### config.mk
export PLATFORM = sky130hd
export DESIGN_NAME = zssd_back
export DESIGN_NICKNAME = d
export VERILOG_FILES = /design/src/zupt_stance_swing_detector_core_assert.svh /design/src/zssd_pkg.sv /design/src/zssd_back.sv
export SDC_FILE = /design/constraint.sdc
export NUM_CORES = 2
export LEC_CHECK = 0
export BUFFER_PORTS_ARGS = -buffer_cell sky130_fd_sc_hd__buf_2
export CAP_MARGIN = 25
export CORE_MARGIN = 1.5
export CORE_UTILIZATION = 45
export DETAILED_ROUTE_END_ITERATION = 7
export MAX_ROUTING_LAYER = met4
export PLACE_DENSITY = 0.73
export RECOVER_POWER = 100
export REMOVE_ABC_BUFFERS = 1
export SLEW_MARGIN = 10
export SYNTH_ARGS = -nofsm -noshare
export SYNTH_HDL_FRONTEND = slang
export SYNTH_SLANG_ARGS = --single-unit
### constraint.sdc
create_clock -name clk -period 21.4 [get_ports clk]
set_input_delay 3.21 -clock clk [delete_from_list [all_inputs] [get_ports clk]]
set_output_delay 3.21 -clock clk [all_outputs]
set_load 0.03 [all_outputs]
### src/zupt_stance_swing_detector_core_assert.svh
// Assertion macros for the stance/swing detector core.
// Every macro assumes a clock named clk and an active-low reset named rst_n.
`ifndef ZUPT_STANCE_SWING_DETECTOR_CORE_ASSERT_SVH
`define ZUPT_STANCE_SWING_DETECTOR_CORE_ASSERT_SVH

// When ante holds, cons must hold at the same edge.
`define ZSSD_ASSERT_IMP(label, ante, cons, msg) \
  label: assert property (@(posedge clk) disable iff (!rst_n) (ante) |-> (cons)) \
    else $error(msg);

// cond must never hold.
`define ZSSD_ASSERT_NEVER(label, cond, msg) \
  label: assert property (@(posedge clk) disable iff (!rst_n) !(cond)) \
    else $error(msg);

`endif

### src/zssd_pkg.sv
// Shared types and constants for the stance/swing detector core.
// No dependencies; every module of the core imports this package.
package zssd_pkg;

  localparam int RATEW      = 16;   // one gyro rate sample
  localparam int TRIW       = 18;   // sum of three IMU rates on one axis
  localparam int AVGW       = 21;   // averaged-rate output field
  localparam int ENW        = 46;   // energy output field and threshold
  localparam int CNTW       = 8;    // interval counter
  localparam int NRATE      = 9;    // three IMUs times three axes
  localparam int RING_DEF   = 8;
  localparam int WINDOW_DEF = 16;
  localparam int QDEPTH     = 4;    // front-to-back queue entries
  localparam int CFG_AW     = 4;
  localparam int CFG_DW     = 64;

  localparam int AVG_MAX = 1048575;
  localparam int AVG_MIN = -1048576;

  localparam logic [ENW-1:0]  ENERGY_MAX   = '1;
  localparam logic [CNTW-1:0] CNT_MAX      = '1;
  localparam logic [CNTW-1:0] INTERVAL_RST = 8'd5;

  localparam logic CMD_PROCESS = 1'b0;
  localparam logic CMD_PRIME   = 1'b1;

  localparam logic PHASE_STANCE = 1'b0;
  localparam logic PHASE_SWING  = 1'b1;

  // Register index, taken from bit 3 of the byte address (8-byte stride).
  typedef enum logic {
    REG_ENERGY_THR   = 1'b0,
    REG_INTERVAL_THR = 1'b1
  } zssd_reg_t;

  typedef struct packed {
    logic [ENW-1:0]  energy_thr;
    logic [CNTW-1:0] interval_thr;
  } zssd_cfg_t;

  // Detector status seen by the top level.
  typedef struct packed {
    logic            phase;
    logic [CNTW-1:0] count;
    logic            prime;   // item in the output register was a prime
  } zssd_stat_t;

endpackage

### src/zssd_back.sv
// Back end: squares the ring sums, keeps the energy window, runs the phase
// counter and holds the output register. Depends on zssd_pkg.
module zssd_back import zssd_pkg::*; #(
  parameter int RING   = RING_DEF,
  parameter int WINDOW = WINDOW_DEF,
  localparam int SUMW  = TRIW + $clog2(RING),
  localparam int QW    = 1 + 3 * SUMW
) (
  input  logic                    clk,
  input  logic                    rst_n,
  input  logic                    q_empty,
  input  logic [QW-1:0]           q_head,
  output logic                    q_pop,
  input  zssd_cfg_t               cfg,
  output logic                    out_valid,
  input  logic                    out_ready,
  output logic                    out_phase,
  output logic [ENW-1:0]          out_window_energy,
  output logic signed [AVGW-1:0]  out_avg_rate_x,
  output logic signed [AVGW-1:0]  out_avg_rate_y,
  output logic signed [AVGW-1:0]  out_avg_rate_z,
  output zssd_stat_t              stat
);

  localparam int SQW  = 2 * SUMW;
  localparam int MAGW = SQW + 2;
  localparam int ESW  = MAGW + $clog2(WINDOW);
  localparam int CMPW = (ESW > ENW) ? ESW : ENW;
  localparam int AVW  = (SUMW > AVGW) ? SUMW : AVGW;
  localparam int WPW  = $clog2(WINDOW);
  localparam logic [WPW-1:0]        WP_LAST = WPW'(WINDOW - 1);
  localparam logic signed [AVW-1:0] AV_MAX  = AVW'(AVG_MAX);
  localparam logic signed [AVW-1:0] AV_MIN  = AVW'(AVG_MIN);

  function automatic logic signed [AVGW-1:0] sat_avg(input logic signed [SUMW-1:0] v);
    logic signed [AVW-1:0] w;
    w = AVW'(v);
    if (w > AV_MAX) begin
      sat_avg = AV_MAX[AVGW-1:0];
    end else if (w < AV_MIN) begin
      sat_avg = AV_MIN[AVGW-1:0];
    end else begin
      sat_avg = w[AVGW-1:0];
    end
  endfunction

  logic adv;

  // Queue head fields.
  logic                   h_cmd;
  logic signed [SUMW-1:0] h_x, h_y, h_z;
  logic signed [SQW-1:0]  prod_x, prod_y, prod_z;

  // Stage 1: squares.
  logic                   s1_v_r, s1_prime_r;
  logic signed [SUMW-1:0] s1_x_r, s1_y_r, s1_z_r;
  logic [SQW-1:0]         s1_sq_x_r, s1_sq_y_r, s1_sq_z_r;

  // Stage 2: window update.
  logic                   s2_v_r, s2_prime_r;
  logic signed [SUMW-1:0] s2_x_r, s2_y_r, s2_z_r;

  logic [MAGW-1:0]   mag, old_mag;
  logic [MAGW-1:0]   win_mem [WINDOW];
  logic [MAGW-1:0]   win_rd_r;
  logic [WINDOW-1:0] wvld_r, wvld_nxt;
  logic [WPW-1:0]    wp_r, wp_nxt;
  logic [ESW-1:0]    esum_r, esum_nxt;
  logic              win_wr;

  // Phase tracking.
  logic            phase_r, phase_nxt;
  logic [CNTW-1:0] cnt_r, cnt_nxt, cnt_up, cnt_dn;
  logic            swing;
  logic            s3_load;

  // Output register.
  logic                   out_v_r;
  logic                   out_prime_r;
  logic                   out_phase_r;
  logic [ENW-1:0]         out_energy_r;
  logic signed [AVGW-1:0] out_x_r, out_y_r, out_z_r;

  // Advance the whole back pipeline unless a finished item is stuck at the output.
  assign adv   = !out_v_r || out_ready;
  assign q_pop = adv && !q_empty;

  always_comb begin
    h_cmd  = q_head[QW-1];
    h_x    = $signed(q_head[3*SUMW-1 -: SUMW]);
    h_y    = $signed(q_head[2*SUMW-1 -: SUMW]);
    h_z    = $signed(q_head[SUMW-1:0]);
    prod_x = h_x * h_x;
    prod_y = h_y * h_y;
    prod_z = h_z * h_z;
  end

  always_ff @(posedge clk) begin
    if (!rst_n) begin
      s1_v_r <= 1'b0;
      s2_v_r <= 1'b0;
    end else if (adv) begin
      s1_v_r <= !q_empty;
      s2_v_r <= s1_v_r;
    end
  end

  always_ff @(posedge clk) begin
    if (q_pop) begin
      s1_prime_r <= (h_cmd == CMD_PRIME);
      s1_x_r     <= h_x;
      s1_y_r     <= h_y;
      s1_z_r     <= h_z;
      s1_sq_x_r  <= $unsigned(prod_x);
      s1_sq_y_r  <= $unsigned(prod_y);
      s1_sq_z_r  <= $unsigned(prod_z);
    end
    if (adv && s1_v_r) begin
      s2_prime_r <= s1_prime_r;
      s2_x_r     <= s1_x_r;
      s2_y_r     <= s1_y_r;
      s2_z_r     <= s1_z_r;
    end
  end

  // Window: drop the oldest energy, add the new one; a prime clears it. Unwritten slots read as zero.
  always_comb begin
    mag      = MAGW'(s1_sq_x_r) + MAGW'(s1_sq_y_r) + MAGW'(s1_sq_z_r);
    old_mag  = wvld_r[wp_r] ? win_rd_r : '0;
    win_wr   = 1'b0;
    wp_nxt   = wp_r;
    wvld_nxt = wvld_r;
    esum_nxt = esum_r;
    if (adv && s1_v_r) begin
      if (s1_prime_r) begin
        wp_nxt   = '0;
        wvld_nxt = '0;
        esum_nxt = '0;
      end else begin
        win_wr        = 1'b1;
        wvld_nxt[wp_r] = 1'b1;
        wp_nxt        = (wp_r == WP_LAST) ? '0 : wp_r + 1'b1;
        esum_nxt      = esum_r - ESW'(old_mag) + ESW'(mag);
      end
    end
  end

  always_ff @(posedge clk) begin
    if (!rst_n) begin
      wp_r   <= '0;
      wvld_r <= '0;
      esum_r <= '0;
    end else begin
      wp_r   <= wp_nxt;
      wvld_r <= wvld_nxt;
      esum_r <= esum_nxt;
    end
  end

  always_ff @(posedge clk) begin
    if (win_wr) begin
      win_mem[wp_r] <= mag;
    end
    win_rd_r <= win_mem[wp_nxt];
  end

  // Phase hysteresis on the energy of the item in stage 2.
  assign swing   = CMPW'(esum_r) >= CMPW'(cfg.energy_thr);
  assign cnt_up  = (cnt_r == CNT_MAX) ? cnt_r : cnt_r + 1'b1;
  assign cnt_dn  = (cnt_r == '0) ? cnt_r : cnt_r - 1'b1;
  assign s3_load = adv && s2_v_r;

  always_comb begin
    cnt_nxt   = cnt_r;
    phase_nxt = phase_r;
    if (s3_load) begin
      if (s2_prime_r) begin
        cnt_nxt   = '0;
        phase_nxt = PHASE_STANCE;
      end else if (swing && phase_r == PHASE_STANCE) begin
        cnt_nxt   = cnt_up;
        phase_nxt = (cnt_up >= cfg.interval_thr) ? PHASE_SWING : PHASE_STANCE;
      end else if (!swing && phase_r == PHASE_SWING) begin
        cnt_nxt   = cnt_dn;
        phase_nxt = (cnt_dn == '0) ? PHASE_STANCE : PHASE_SWING;
      end
    end
  end

  always_ff @(posedge clk) begin
    if (!rst_n) begin
      phase_r <= PHASE_STANCE;
      cnt_r   <= '0;
      out_v_r <= 1'b0;
    end else begin
      phase_r <= phase_nxt;
      cnt_r   <= cnt_nxt;
      if (adv) begin
        out_v_r <= s2_v_r;
      end
    end
  end

  always_ff @(posedge clk) begin
    if (s3_load) begin
      out_prime_r  <= s2_prime_r;
      out_phase_r  <= phase_nxt;
      out_energy_r <= (CMPW'(esum_r) > CMPW'(ENERGY_MAX)) ? ENERGY_MAX : ENW'(esum_r);
      out_x_r      <= sat_avg(s2_x_r);
      out_y_r      <= sat_avg(s2_y_r);
      out_z_r      <= sat_avg(s2_z_r);
    end
  end

  assign out_valid         = out_v_r;
  assign out_phase         = out_phase_r;
  assign out_window_energy = out_energy_r;
  assign out_avg_rate_x    = out_x_r;
  assign out_avg_rate_y    = out_y_r;
  assign out_avg_rate_z    = out_z_r;

  assign stat.phase = phase_r;
  assign stat.count = cnt_r;
  assign stat.prime = out_prime_r;

endmodule

After elaboration in Yosys (flattened, before gate mapping)
Memories as Yosys holds them, arrays and structs flattened. A register that Yosys moved wholly into a read port is not among the register bits. Cells that the tools add are included.

$add $sub $neg: 7. $mul: 3. $lt $le $gt $ge: 11. Equality and inequality tests: 2. Multiplexer cells: 28. Bitwise logic cells: 2. Reductions and logical operators: 14.

Operator list (number): $mul A21 B21 Y42 (3); $gt A21 B21 Y1 const B (3); $lt A21 B21 Y1 const B (3); $mux W21 (3); $add A48 B44 Y48 (1); $ge A48 B46 Y1 (1); $gt A48 B46 Y1 const B (1); $mux W48 (1); $sub A48 B44 Y48 (1); $add A43 B42 Y44 (1); $mux W44 (1); $add A42 B42 Y43 (1); $mux W8 (5); $logic_not A8 Y1 (2); $mux W16 (1); $or A16 B16 Y16 (1); $mux W1 (12); $mux W4 (3); $add A8 B1 Y8 const B (1); $eq A8 B8 Y1 const B (1); $ge A8 B8 Y1 (1); $sub A8 B1 Y8 const B (1); $logic_and A1 B1 Y1 (6); $lt A4 B5 Y1 const B (1); 10 further kinds (12).

Register bits after elaboration: 445. RAM bits: 704. Input bits: 122. Output and inout bits: 122. Word-level logic and storage cells: 93. Memories kept: 1.

Memory list: win_mem (depth 16, bits a word 44, rd ports 1, clocked after memory_dff 1, wr ports 1, line zssd_back.sv:64) `logic [MAGW-1:0] win_mem [WINDOW];`.

Depth between registers and ports, before layout
Depth in word-level cells: 8. Mapped depth: 29. Depth with buffers taken out: 27.

Least setup slack after synthesis
Ideal clock, no wire load.

Path kind: input-to-output. Start point: input port out_ready. End point: output port q_pop. Arrival time: 11.272 ns. Required time: 18.190 ns. Path slack: 6.918 ns. Stages on the path: 2. Buffers on the path: 0. Cells stage by stage: nor2b_1 > nor2_1.

Word-level cells in the longest chain between the ends: 2.

RTL lines: start: declaration (line zssd_back.sv:16) `input logic out_ready,`; $logic_or A1 B1 Y1 (line zssd_back.sv:85) `assign adv = !out_v_r || out_ready;`; $logic_and A1 B1 Y1 (line zssd_back.sv:86) `assign q_pop = adv && !q_empty;`; end: declaration (line zssd_back.sv:13) `output logic q_pop,`.

No other way between the ends.

Final worst setup path
Start point: input port out_ready. End point: register win_rd_r[27], read port of win_mem.

Word-level cells in the longest chain between the ends: 3.

RTL lines: $logic_or A1 B1 Y1 (line zssd_back.sv:85); $logic_and A1 B1 Y1 (line zssd_back.sv:134) `if (adv && s1_v_r) begin`; $mux W4 (line zssd_back.sv:134); end: declaration (line zssd_back.sv:65) `logic [MAGW-1:0] win_rd_r;`.

No other way between the ends. A chain may end at the register's enable or synchronous reset.

==> flow_summary.toml <==
[clock_network]
ctsHoldBuffers = 0
clk_path_buf_depth = 3
cts_tree = "yes"
htreeDepth = 4
cts_num_sinks = 1187
cts_root_buf = "clkbuf_16"
clkLatencyLatePin_ns = 0.79
ctsResizeCount = 0
path_clk_slew_ns = 0.06
cts_setup_buffers = 0
cts_buffers = 132

[global_routing]
first_global_vias = 62759
grt_max_degree = 163
antenna_found_initial = 2
overflow = 0
grt_first_pass_wirelength_mm = 351.0
track_usage_pct = 22.12

[timing]
fin_worst_skew_ns = 0.03714
tightest_slew_ns = 9.188
fin_crit_ns = 15.08
max_freq_mhz = 66.30
drv_slew = 1840
fin_crit_sh_pct = 70.49
rsz0062_at_grt = "false"
whs_ns = 0.3855
finalSetupViolCount = 0
hold_viol = 0
relSlewSlack_pct = -512.5
tns_ns = 0

[cells_and_area]
synthToLayoutAreaGrowth_pct = 8.427
design_area_um2 = 102700
stdcell_count = 11017
fin_nets = 10086
drive_gt1_share_pct = 6.029
fillers = 18270

[outcome]
status = "finished, violations left"
violations = "capacitance limit, slew limit"

[die]
die_w_um = 461.7
row_count = 168
chipHeight_um = 461.7
die-area_um2 = 213200
start_util_pct = 45.23
pin_count = 244
coreArea_um2 = 209400

[placed_design]
io_buffers = 243
gp_congestion = 0.9182
placed_cells = 10766
placed_cell_area_um2 = 98820
hpwl_mm = 162.9

[logic_synthesis]
avgSynthCellArea_um2 = 11.85
synthArstFlopShare_pct = 0
synth_ff_type = "edfxtp_1"
yosysWarnings = 0
synth_area_um2 = 94700
synth_edf_count = 1063
seq_area_frac_synth_pct = 36.33
yosys.cell_types.count = 81
synth_seq_cells = 1187
synth_cells = 7991

[critical_path]
path_class = "input pin to flop"
slowest_delay_ns = 5.79
critPathMaxFanout = 131
cpMostUsedCell = "clkbuf_1"
critPathLaunchType = "input pin"
crit_slowest_cell = "clkbuf_1"
cp.required_ns = 22.04
r2r_slack_ns = 8.58
cp_cell_sequence = "buf_2 -> nand2b_1 -> nand2_1 -> clkbuf_1 -> clkinvlp_2 -> o21ai_0 -> clkbuf_1 -> mux4_2 -> and2_0 -> a211oi_1 -> a31oi_1"
crit_path_end_kind = "flop"
arrival_ns = 15.73

[route]
drc = 0
routed_wirelength_mm = 225.6
vias = 58415
vias_per_cell = 5.302
antenna_left = 0
wl_per_cell_um = 20.48
drtIter0Drc = 4561
drt_pass1_iterations = 6

[worst_hold_path]
hold_class = "flop to flop"

[flow_run]
drv_cap = 51
[layout make-up]
class	instances	area (um^2)	share of cell area, %
Multi-Input combinational cell	4606	52000	50.65
Sequential cell	1187	34400	33.51
Inverter	1873	7033	6.850
Clock buffer	167	3556	3.463
Tap cell	2805	3510	3.418
Timing Repair Buffer	305	1271	1.238
Clock inverter	72	894.6	0.8713
Antenna cell	2	5.005	0.004874
[worst max-delay path: cells and delay by family]
| kind | cells | cell delay (ns) |
|---|---|---|
| buf+inv | 4 | 9.47 |
| compound gates | 3 | 1.22 |
| mux | 1 | 1.17 |
| simple gates | 3 | 0.43 |
[path summary, 6_finish.rpt]
| kind | start | cells after the start | endpoint |
|---|---|---|---|
| max | out_ready | 11 | win_rd_r[27] |
| min reg2reg | s2_y_r[7] | 0 | out_avg_rate_y[7] |
| max reg2reg | out_valid | 10 | win_rd_r[27] |
| min | s2_y_r[7] | 0 | out_avg_rate_y[7] |
[flip-flops by register name, indices dropped and copies added, names as in the netlist, 4 cells and up]
| signal | count |
|---|---|
| s2_z_r | 21 |
| s2_y_r | 21 |
| esum_r | 48 |
| out_avg_rate_y | 21 |
| out_avg_rate_x | 21 |
| out_avg_rate_z | 21 |
| win_rd_r | 44 |
| out_window_energy | 46 |
| wp_r | 4 |
| s1_sq_x_r | 40 |
| s1_z_r | 21 |
| s1_x_r | 21 |
| s1_y_r | 21 |
| wvld_r | 16 |
| s2_x_r | 21 |
| s1_sq_z_r | 40 |
| cnt_r | 8 |
| s1_sq_y_r | 40 |
| win_mem | 704 |
[cells by family (layout without fill, tap and decap cells)]
family / Yosys count / count (layout) / synth area share [%]
other: 1 / 3 / 0.003960
AND/OR/NAND/NOR: 1473 / 1473 / 7.229
XOR/XNOR: 270 / 270 / 2.497
multiplexers: 190 / 190 / 4.406
buffers and inverters: 2198 / 2417 / 8.726
adder cells (fa/ha/maj): 1859 / 1859 / 35.07
flip-flops: 1187 / 1187 / 36.33
AO/OA/AOI/OAI: 813 / 813 / 5.733
[metrics by stage]
step           utilization [%]  setup WS [ns]
6_report                 49.04          6.316
5_1_grt                  49.04          5.733
4_1_cts                  49.32          10.43
3_5_place_dp             47.20          9.580
3_3_place_gp             47.17          9.647
2_1_floorplan                -         0.4011
[cells in the mapped netlist (11+ instances only)]
cell      number  area [um^2]
a31o_2        13        113.9
and2_1       272         1702
xor2_1        80        700.7
fa_1        1326        26550
o21ai_0      115        575.6
o21a_1        41        307.8
a22oi_1       21        157.7
ha_1         533         6669
clkbuf_1     295         1107
nand2b_1      44        275.3
dfxtp_1      124         2482
inv_1       1867         7008
nand2_1      671         2519
a211oi_1      69        518.0
edfxtp_1    1063        31920
o21bai_1      33        247.7
buf_1         24        90.09
xnor2_1      190         1664
nor3_1        50        250.2
nand4_1       29        181.4
nor2_1       245        919.6
a31oi_1       62        387.9
o211ai_1      11        82.58
o31ai_1       12        90.09
a21o_1       125        938.4
and3_1        20        125.1
mux4_2       181         4076
nor2b_1       48        300.3
nand3_1       49        245.2
a21oi_1      202         1011
[layout by cell type, fill, tap and decap left out, types with 13 or more instances in the layout]
master	netlist	layout
clkinv_2	0	15
and3_1	20	20
clkinv_1	6	20
a21o_1	125	125
nand4_1	29	29
ha_1	533	533
a31o_2	13	13
fa_1	1326	1326
a31oi_1	62	63
clkbuf_1	295	258
nand2b_1	44	44
clkbuf_16	0	133
o21a_1	41	40
and2_1	272	236
nand2_1	671	671
xor2_1	80	80
o21bai_1	33	33
o21ai_0	115	123
xnor2_1	190	190
a211oi_1	69	69
nor2b_1	48	48
mux4_2	181	181
nand3_1	49	49
a21oi_1	202	205
buf_2	4	60
edfxtp_1	1063	1063
a22oi_1	21	21
nor3_1	50	49
inv_1	1867	1865
dfxtp_1	124	124
nor2_1	245	243
o31ai_1	12	14
and2_0	0	36
[per-layer routing]
layer	vias up	track usage (%)	share of wire, %	routed length [um]
li1	25832	-	-	-
met1	29853	28.19	40	90190
met2	2265	36.00	49	109800
met3	465	3.356	7.7	17330
met4	0	7.935	3.7	8273
met5	-	-	0	0
Power is left out: the tool's default activity adds up to more than one toggle a clock period on the data nets, which glitch-free logic cannot reach.
