--- config.mk ---
export PLATFORM = sky130hd
export DESIGN_NAME = zssd_queue
export DESIGN_NICKNAME = d
export VERILOG_FILES = /design/src/zupt_stance_swing_detector_core_assert.svh /design/src/zssd_pkg.sv /design/src/zssd_queue.sv
export SDC_FILE = /design/constraint.sdc
export NUM_CORES = 1
export LEC_CHECK = 0
export BUFFER_PORTS_ARGS = -buffer_cell sky130_fd_sc_hd__buf_2
export CELL_PAD_IN_SITES_DETAIL_PLACEMENT = 2
export CELL_PAD_IN_SITES_GLOBAL_PLACEMENT = 2
export CORE_AREA = 2 2 70 72
export CTS_CLUSTER_SIZE = 40
export DETAILED_ROUTE_END_ITERATION = 8
export DIE_AREA = 0 0 72 74
export PLACE_DENSITY_LB_ADDON = 0.3
export SYNTH_ARGS = -nofsm -noshare
export SYNTH_HDL_FRONTEND = slang
export SYNTH_SLANG_ARGS = --single-unit
--- constraint.sdc ---
create_clock -name clk -period 1.5 [get_ports clk]
set_input_delay 0.3 -clock clk [delete_from_list [all_inputs] [get_ports clk]]
set_output_delay 0.3 -clock clk [all_outputs]
set_load 0.005 [all_outputs]
--- src/zupt_stance_swing_detector_core_assert.svh ---
// Assertion macros for the stance/swing detector core.
// Every macro assumes a clock named clk and an active-low reset named rst_n.
`ifndef ZUPT_STANCE_SWING_DETECTOR_CORE_ASSERT_SVH
`define ZUPT_STANCE_SWING_DETECTOR_CORE_ASSERT_SVH

// When ante holds, cons must hold at the same edge.
`define ZSSD_ASSERT_IMP(label, ante, cons, msg) \
  label: assert property (@(posedge clk) disable iff (!rst_n) (ante) |-> (cons)) \
    else $error(msg);

// cond must never hold.
`define ZSSD_ASSERT_NEVER(label, cond, msg) \
  label: assert property (@(posedge clk) disable iff (!rst_n) !(cond)) \
    else $error(msg);

`endif

--- src/zssd_pkg.sv ---
// Shared types and constants for the stance/swing detector core.
// No dependencies; every module of the core imports this package.
package zssd_pkg;

  localparam int RATEW      = 16;   // one gyro rate sample
  localparam int TRIW       = 18;   // sum of three IMU rates on one axis
  localparam int AVGW       = 21;   // averaged-rate output field
  localparam int ENW        = 46;   // energy output field and threshold
  localparam int CNTW       = 8;    // interval counter
  localparam int NRATE      = 9;    // three IMUs times three axes
  localparam int RING_DEF   = 8;
  localparam int WINDOW_DEF = 16;
  localparam int QDEPTH     = 4;    // front-to-back queue entries
  localparam int CFG_AW     = 4;
  localparam int CFG_DW     = 64;

  localparam int AVG_MAX = 1048575;
  localparam int AVG_MIN = -1048576;

  localparam logic [ENW-1:0]  ENERGY_MAX   = '1;
  localparam logic [CNTW-1:0] CNT_MAX      = '1;
  localparam logic [CNTW-1:0] INTERVAL_RST = 8'd5;

  localparam logic CMD_PROCESS = 1'b0;
  localparam logic CMD_PRIME   = 1'b1;

  localparam logic PHASE_STANCE = 1'b0;
  localparam logic PHASE_SWING  = 1'b1;

  // Register index, taken from bit 3 of the byte address (8-byte stride).
  typedef enum logic {
    REG_ENERGY_THR   = 1'b0,
    REG_INTERVAL_THR = 1'b1
  } zssd_reg_t;

  typedef struct packed {
    logic [ENW-1:0]  energy_thr;
    logic [CNTW-1:0] interval_thr;
  } zssd_cfg_t;

  // Detector status seen by the top level.
  typedef struct packed {
    logic            phase;
    logic [CNTW-1:0] count;
    logic            prime;   // item in the output register was a prime
  } zssd_stat_t;

endpackage

--- src/zssd_queue.sv ---
// Short register FIFO between the front end and the back end.
// Depends on zssd_pkg.
module zssd_queue import zssd_pkg::*; #(
  parameter int DW    = 8,
  parameter int DEPTH = QDEPTH,
  localparam int PW   = (DEPTH > 1) ? $clog2(DEPTH) : 1,
  localparam int CW   = $clog2(DEPTH + 1)
) (
  input  logic          clk,
  input  logic          rst_n,
  input  logic          push,
  input  logic [DW-1:0] push_data,
  input  logic          pop,
  output logic [DW-1:0] head,
  output logic          full,
  output logic          empty
);

  localparam logic [PW-1:0] PTR_LAST = PW'(DEPTH - 1);
  localparam logic [CW-1:0] CNT_FULL = CW'(DEPTH);

  logic [DW-1:0] slot_r [DEPTH];
  logic [PW-1:0] wr_ptr_r, wr_ptr_nxt;
  logic [PW-1:0] rd_ptr_r, rd_ptr_nxt;
  logic [CW-1:0] cnt_r, cnt_nxt;

  always_comb begin
    wr_ptr_nxt = wr_ptr_r;
    rd_ptr_nxt = rd_ptr_r;
    cnt_nxt    = cnt_r;
    if (push) begin
      wr_ptr_nxt = (wr_ptr_r == PTR_LAST) ? '0 : wr_ptr_r + 1'b1;
    end
    if (pop) begin
      rd_ptr_nxt = (rd_ptr_r == PTR_LAST) ? '0 : rd_ptr_r + 1'b1;
    end
    if (push && !pop) begin
      cnt_nxt = cnt_r + 1'b1;
    end else if (pop && !push) begin
      cnt_nxt = cnt_r - 1'b1;
    end
  end

  always_ff @(posedge clk) begin
    if (!rst_n) begin
      wr_ptr_r <= '0;
      rd_ptr_r <= '0;
      cnt_r    <= '0;
    end else begin
      wr_ptr_r <= wr_ptr_nxt;
      rd_ptr_r <= rd_ptr_nxt;
      cnt_r    <= cnt_nxt;
    end
  end

  always_ff @(posedge clk) begin
    if (push) begin
      slot_r[wr_ptr_r] <= push_data;
    end
  end

  assign head  = slot_r[rd_ptr_r];
  assign full  = (cnt_r == CNT_FULL);
  assign empty = (cnt_r == '0);

endmodule

### Word-level counts from Yosys, hierarchy flattened

Memory sizes are Yosys's and may differ from the RTL's. A register that Yosys moved wholly into a read port is not among the register bits.
Cells that the tools add are included.

* bits in registers: 7
* memory bits (writable): 32
* bits in read-only memories: 0
* input port bits: 12
* latch bits: 0
* memories kept: 1

Memory list
* slot_r: words 4, width 8, rd ports 1, clocked after memory_dff 1, wr ports 1, line zssd_queue.sv:22 `logic [DW-1:0] slot_r [DEPTH];`

* $add $sub $neg: 4
* muxes and demuxes: 8
* multiply operators: 0
* divide/modulo/power cells: 0
* shift-type cells: 0
* bitwise logic cells: 0
* eq/ne operators: 3
* reductions and logical operators: 6
* magnitude comparators: 0

Operators with widths (number)
* 2-to-1 mux 2 bit: 4
* 2-to-1 mux 3 bit: 2
* adder 2 x 1 -> 2 bit (second input constant): 2
* == test 2 bit (second input constant): 2
* adder 3 x 1 -> 3 bit (second input constant): 1
* == test 3 bit (second input constant): 1
* zero test 3 bit: 1
* subtractor 3 x 1 -> 3 bit (second input constant): 1
* logical AND 1 bit: 2
* zero test 1 bit: 2
* 2-to-1 mux 1 bit: 2
* nonzero test 2 bit: 1

### Logic depth before layout (Yosys ltp)

Gate-level depths: netlist (run 1).

* depth after elaboration: 4
* depth in mapped cells: 7

### Worst setup path after synthesis (run 1)

No wires, ideal clock.

* kind: input -> register
* start point: in pop
* end point: reg cnt_r[2]
* setup time: 0.070 ns
* data required time: 1.430 ns
* arrival time: 1.493 ns
* stages on the path: 7
* buffers on the path: 0
* setup slack: -0.063 ns
* cell sequence: inv_1 ha_1 inv_1 fa_1 xor2_1 or3_1 a21boi_1

* word-level cells in the longest chain between the ends: 3
* elaborated cells on any way between the ends: 5
* those cells by class: mux: 1; reduce/logical: 4

Ends and longest elaborated chain
* start, declared: line zssd_queue.sv:13 `input logic pop,`
* zero test 1 bit: line zssd_queue.sv:37 `if (push && !pop) begin`
* logical AND 1 bit: line zssd_queue.sv:37
* 2-to-1 mux 3 bit or nonzero test 2 bit (tied branches)
* end signal, assigned: line zssd_queue.sv:52 `cnt_r <= cnt_nxt;`
* end, declared: line zssd_queue.sv:25 `logic [CW-1:0] cnt_r, cnt_nxt;`

Several ways; a longest one is shown, not always the timed one.
A chain may end at the register's enable or synchronous reset.

==> results of run 1 <==
[power by group through the flow]
stage                     Combinational [mW]  Sequential, mW  Clock [mW]
after floorplan                        0.171            1.34           0
after global placement                 0.285            1.35           0
after detailed placement               0.308            1.36           0
after CTS                              0.311            1.33       0.695
after global routing                   0.336            1.34       0.745
final                                  0.300            1.33       0.669
[sequential cells by signal (all words and copies together), names as in the netlist, named ones only]
signal	cells
rd_ptr_r	2
slot_r	32
cnt_r	3
wr_ptr_r	2
[area by class of cell]
cell class | instances | share of cell area
clock buffers | 5 | 0.03528
well taps | 54 | 0.03464
flip-flops and latches | 41 | 0.5863
inverters | 4 | 0.007697
clock inverters | 3 | 0.006414
repair buffers | 30 | 0.09493
multi-input cells | 39 | 0.2348
[cells by family (layout without fill, tap and decap cells)]
group / after synthesis / in the layout / synth area share
multiplexers: 12 / 12 / 0.1363
XOR/XNOR: 2 / 2 / 0.01085
buffers and inverters: 6 / 42 / 0.01936
AND/OR/NAND/NOR: 15 / 15 / 0.05577
flip-flops: 41 / 41 / 0.7064
adder cells (fa/ha/maj): 7 / 7 / 0.05887
AO/OA/AOI/OAI: 3 / 3 / 0.01239
[worst min-delay path by stage]
stage                                     start                endpoint  slack (ns)  cells past startpoint
after floorplan                    push_data[0]  slot_r[0][0]$_DFFE_PP_        0.40                      0
after global placement    cnt_r[2]$_SDFFE_PN0P_   cnt_r[2]$_SDFFE_PN0P_        0.48                      2
after CTS                          push_data[7]  slot_r[2][7]$_DFFE_PP_        0.21                      1
after global routing               push_data[7]  slot_r[2][7]$_DFFE_PP_        0.22                      1
after detailed placement           push_data[4]  slot_r[3][4]$_DFFE_PP_        0.52                      1
final                              push_data[7]  slot_r[2][7]$_DFFE_PP_        0.23                      1
[critical path, delay by kind of cell, from the launching register on]
family,cells,cell delay [ns]
mux,1,0.51
flops,1,0.35
buf+inv,2,0.28
[cells in the final DEF (no fill, tap or decap)]
master / count
mux4_2: 8
o21a_1: 1
o21ai_0: 1
xnor2_1: 1
dfxtp_1: 7
inv_1: 2
clkbuf_8: 5
edfxtp_1: 32
fa_2: 1
buf_2: 21
inv_2: 2
and2_1: 5
xor2_1: 1
ha_1: 5
clkinv_2: 1
buf_12: 1
nor3_1: 2
a21boi_1: 1
buf_4: 8
ha_4: 1
nor3b_1: 1
nor2_1: 1
dfxtp_2: 2
mux2i_1: 4
or3_1: 1
clkinv_1: 2
nor2b_1: 5
[stage by stage]
stage | instances | hold WS, ns | setup TNS, ns | worst slack [ns]
after floorplan | 86 | 0.3989 | 0 | 0.004632
after global placement | 168 | 0.4804 | -0.1299 | -0.1299
after detailed placement | 168 | 0.5193 | -0.2072 | -0.2072
after CTS | 176 | 0.2141 | -1.894 | -0.2543
after global routing | 176 | 0.2178 | -2.161 | -0.2912
final | 176 | 0.2256 | -1.710 | -0.2320
[metal layers]
metal  wire (um)  up-vias
met5           0        -
met3          85        5
met1        1236      445
met2        1795       15
met4          46        0
li1            -      394
[timing repair]
action | CTS | global route
gates resized for setup | 1 | 1
setup endpoints to repair | 8 | 9
pin swaps | 0 | 0
==> summary.md, run 1 <==
• **number of vias after detailed routing** 859
• **ordered list of cells on the worst path** buf_12 -> mux4_2 -> buf_2
• **die height** 74 um
• **total routed wirelength** 3.165 mm
• **global routing met2 resource utilization** 0.2490
• **maximum single-stage delay on the critical path** 0.51 ns
• **cell at the root of the clock tree** clkbuf_8
• **number of buffers inserted by hold repair at cts** 0
• **filler instances** 440
• **HPWL after DPL** 2.333 mm
• **start-to-end type of the worst setup path** reg -> out
• **achievable frequency** 0.5774 GHz
• **standard cell with the maximum stage delay on the critical path** mux4_2
• **number of hold violations in the final report** 0
• **num ports** 22
• **most frequent cells after synthesis** edfxtp_1, dfxtp_1, mux4_2
• **DRC Markers** 0
• **horizontal die dimension** 72 um
• **Power Density** 1179 mW/mm2
• **total number of placement rows** 25
• **Slew Limit Headroom** 0.8717
• **global-route wire length before repair** 5.078 mm
• **area of the mapped netlist** 0.001615 mm2
• **n_diodes** 0
• **final worst setup slack** -0.2320 ns
• **number of buffers added for setup after CTS** 0
• **DRT Pass-1 Iters** 4
• **met3 track demand over resource** 0.03252
• **proportion of power drawn by flip-flops and latches** 0.579
• **largest net degree at the start of global routing** 13
• **busiest metal layer after global routing** met2
• **number of synthesized register bits** 41
• **gp weighted congestion** 0.6136
• **part of the power in the clock network** 0.291
• **maximum number of buffers from clock root to sink** 2
• **number of distinct standard cells referenced by the synthesized netlist** 20
• **most instantiated flip-flop cell in the synthesis netlist** edfxtp_1
• **Multi-input gate area** 457.9 um2
• **transition at the pin with the smallest max-transition slack** 0.1919 ns
• **number of cells on the worst reg-to-reg path** 4
• **count of final setup violators** 8
• **total clock buffers created by CTS** 5
• **Synth warnings** 0
• **placed instance area** 0.001867 mm2
• **worst-case clock skew** 0.004327 ns
• **clock slew at the register clock pins of the worst setup and hold paths** 0.08 ns
• **vias in the first global route** 1002
• **most frequent cell after synthesis** edfxtp_1
• **initial detailed-routing violation count** 36
• **number of antenna violations at the first check in global routing** 0
• **worst reg2reg startpoint** cnt_r[0]$_SDFFE_PN0P_
• **clock sink total** 41
• **vias per std cell** 4.881
• **fraction of final layout cells sized beyond drive strength 1** 0.4098
• **cell accounting for the most synthesized area** edfxtp_1
• **met1 track utilization from global routing** 0.1501
• **Hold/Removal Path Class** in -> reg
• **routed wirelength normalized by instance count** 17.98 um
• **Data arrival, critical path** 1.43 ns
• **PortBufs** 21
• **final cell area excluding filler cells** 0.001951 mm2
• **Internal** 1.767 mW
• **Core Footprint** 0.004598 mm2
• **internal reg-to-reg setup slack** 0.08 ns
• **final period demand of the worst path** 1.732 ns
• **Total Routing Usage GR** 0.1380
• **reported net switching power** 0.5319 mW
• **fraction of the cycle the final worst path needs** 1.155
• **setup repair after global routing missed its margin** yes
• **Async S/R FF share, synth** 0
• **average footprint of a synthesized cell** 18.78 um2
• **type of element launching the critical path** flop
• **share of power burned in combinational logic** 0.130
• **Synth-to-Final Area Change** 20.76%
• **Net count, final** 140
• **kind of end point of the critical path** primary output
• **number of flops mapped to enable cells by yosys** 32
• **capture instance of the worst register-to-register path** cnt_r[2]$_SDFFE_PN0P_
• **crit-path max FO** 8
• **source-to-sink clock delay at the later pin of the worst-skew pair** 0.29 ns
• **starting utilization of the core area** 0.3513
• **number of H-tree levels** 2
• **largest cells by area after synthesis** edfxtp_1, dfxtp_1, mux4_2
• **Max IR drop VDD** 0.4173 mV
• **result of the run** finished with violations
• **leakage power** 0.7231 nW
• **Net Sw Frac** 0.2313
• **required time of the critical path** 1.20 ns
• **area of the die** 0.005328 mm2
• **overall power consumption** 2.299 mW
• **Finished Core Util** 0.4242
• **register area share after synthesis** 0.7064
• **max capacitance violation total** 0
• **final number of max-transition violations** 0
• **worst setup path end** head[2]
• **TritonCTS clock tree** built
• **register area** 0.001144 mm2
• **failing checks** negative setup slack
• **GR Overflow Total** 0
• **number of standard cells after synthesis** 86
• **count of antenna-violating nets left after detailed routing** 0
• **top cell type's share of synthesized area** 0.5949
• **post-synth net total** 105
(Power assumes the default switching activity.)
==> run 2: changes to the inputs <==
Settings changed: GPL_TIMING_DRIVEN set to 0, PLACE_DENSITY_LB_ADDON 0.3 to 0.1.
==> summary.md, run 2 (synthesized netlist as in run 1, its figures left out) <==
• **fraction of the cycle the final worst path needs** 1.158
• **total routed wirelength** 2.987 mm
• **Non-Filler Instances** 169
• **total number of placement rows** 25
• **clock sink total** 41
• **Top Family by Delay on Critical Path** multiplexers
• **number of buffers added for setup after CTS** 0
• **highest-count cells in the layout ignoring fill and taps** edfxtp_1, buf_2, mux4_2
• **number of vias after detailed routing** 805
• **Synth-to-Final Area Change** 18.90%
• **area of the die** 0.005328 mm2
• **max capacitance violation total** 0
• **DRT Pass-1 Iters** 4
• **Slew Limit Headroom** 0.6877
• **GR Overflow Total** 0
• **final period demand of the worst path** 1.737 ns
• **crit-path max FO** 8
• **required time of the critical path** 1.20 ns
• **fraction of final layout cells sized beyond drive strength 1** 0.3739
• **ordered list of cells on the worst path** buf_12 -> mux4_2 -> buf_2
• **internal reg-to-reg setup slack** 0.10 ns
• **global-route wire length before repair** 4.836 mm
• **PortBufs** 21
• **most common library cell in the layout ignoring fill and taps** edfxtp_1
• **worst setup slack before clock tree synthesis** -0.2047 ns
• **worst setup path end** head[4]
• **number of hold violations in the final report** 0
• **maximum single-stage delay on the critical path** 0.52 ns
• **horizontal die dimension** 72 um
• **Core Footprint** 0.004598 mm2
• **routed wirelength normalized by instance count** 17.67 um
• **standard cell with the maximum stage delay on the critical path** mux4_2
• **clock slew at the register clock pins of the worst setup and hold paths** 0.08 ns
• **Hold/Removal Path Class** in -> reg
• **count of instances resized after the clock tree is built** 2
• **number of buffer and inverter stages on the critical path** 2
• **number of H-tree levels** 2
• **die height** 74 um
• **largest net degree at the start of global routing** 13
• **count of final setup violators** 8
• **vias in the first global route** 912
• **Power Density** 1282 mW/mm2
• **DRC Markers** 0
• **TritonCTS clock tree** built
• **gp weighted congestion** 0.6043
• **Largest Register** slot_r
• **initial detailed-routing violation count** 21
• **start-to-end type of the worst setup path** reg -> out
• **worst reg2reg startpoint** cnt_r[0]$_SDFFE_PN0P_
• **number of antenna violations at the first check in global routing** 0
• **capture instance of the worst register-to-register path** cnt_r[2]$_SDFFE_PN0P_
• **leakage power** 0.6963 nW
• **stages on the worst setup path** 3
• **worst-case clock skew** 0.002404 ns
• **maximum number of buffers from clock root to sink** 2
• **Data arrival, critical path** 1.44 ns
• **DP Cell Count** 161
• **type of element launching the critical path** flop
• **vias per std cell** 4.763
• **final worst setup slack** -0.2374 ns
• **post-route setup TNS** -1.654 ns
• **number of cells on the worst reg-to-reg path** 4
• **failing checks** negative setup slack
• **Total Routing Usage GR** 0.1317
• **number of buffers inserted by hold repair at cts** 0
• **cell at the root of the clock tree** clkbuf_8
• **starting utilization of the core area** 0.3513
• **n_diodes** 0
• **placed instance area** 0.001803 mm2
• **transition at the pin with the smallest max-transition slack** 0.4685 ns
• **Max IR drop VDD** 0.4378 mV
• **total clock buffers created by CTS** 5
• **registers with the highest flip-flop counts** slot_r (32), cnt_r (3)
• **final number of max-transition violations** 0
• **num ports** 22
• **source-to-sink clock delay at the later pin of the worst-skew pair** 0.29 ns
• **final cell area excluding filler cells** 0.001921 mm2
• **overall power consumption** 2.461 mW
• **Net count, final** 133
• **setup repair after global routing missed its margin** yes
• **achievable frequency** 0.5756 GHz
• **Largest register FFs** 32
• **HPWL after DPL** 2.017 mm
• **count of antenna-violating nets left after detailed routing** 0
• **kind of end point of the critical path** primary output
• **result of the run** finished with violations
==> run 2: cell count changes in the layout (fill, tap and decap cells not counted), sizes merged <==
cell    change
buf         -8
clkbuf      +2
clkinv      -2
bufinv      +1
==> run 2: area by class of cell <==
class                   instances  area, um2
flip-flops and latches         41       1144
clock inverters                 2      33.78
plain buffers                   2      25.02
well taps                      54      67.56
clock buffers                   6      72.57
inverters                       4      15.01
multi-input cells              39      457.9
fillers                       451       2678
repair buffers                 21      105.1
==> run 2: metal layers <==
layer  global-route usage  vias up  share of wire
li1                     -      379              -
met5                    0        -              0
met3              0.04878        5          0.050
met4              0.06289        0          0.020
met2               0.2325       21           0.52
met1               0.1408      400           0.41
==> run 2: worst min-delay path by stage <==
| stage | to | startpoint | cells past startpoint | slack (ns) |
|---|---|---|---|---|
| after floorplan | slot_r[0][0]$_DFFE_PP_ | push_data[0] | 0 | 0.40 |
| after global placement | cnt_r[2]$_SDFFE_PN0P_ | cnt_r[2]$_SDFFE_PN0P_ | 2 | 0.49 |
| after detailed placement | cnt_r[2]$_SDFFE_PN0P_ | cnt_r[2]$_SDFFE_PN0P_ | 2 | 0.51 |
| after CTS | slot_r[3][2]$_DFFE_PP_ | push_data[2] | 1 | 0.21 |
| after global routing | slot_r[2][2]$_DFFE_PP_ | push_data[2] | 1 | 0.21 |
| final | slot_r[3][2]$_DFFE_PP_ | push_data[2] | 1 | 0.22 |
==> run 2: per-stage QoR <==
| step | utilization | hold WS (ns) |
|---|---|---|
| 3_3_place_gp | 0.3921 | 0.4936 |
| 4_1_cts | 0.4163 | 0.2086 |
| 5_1_grt | 0.4177 | 0.2144 |
| 3_5_place_dp | 0.3921 | 0.5062 |
| 6_report | 0.4177 | 0.2227 |
| 2_1_floorplan | - | 0.3989 |
==> run 2: power by group <==
group	switching, mW	internal, mW
Sequential	0.0374	1.29
Combinational	0.128	0.146
Clock	0.365	0.491
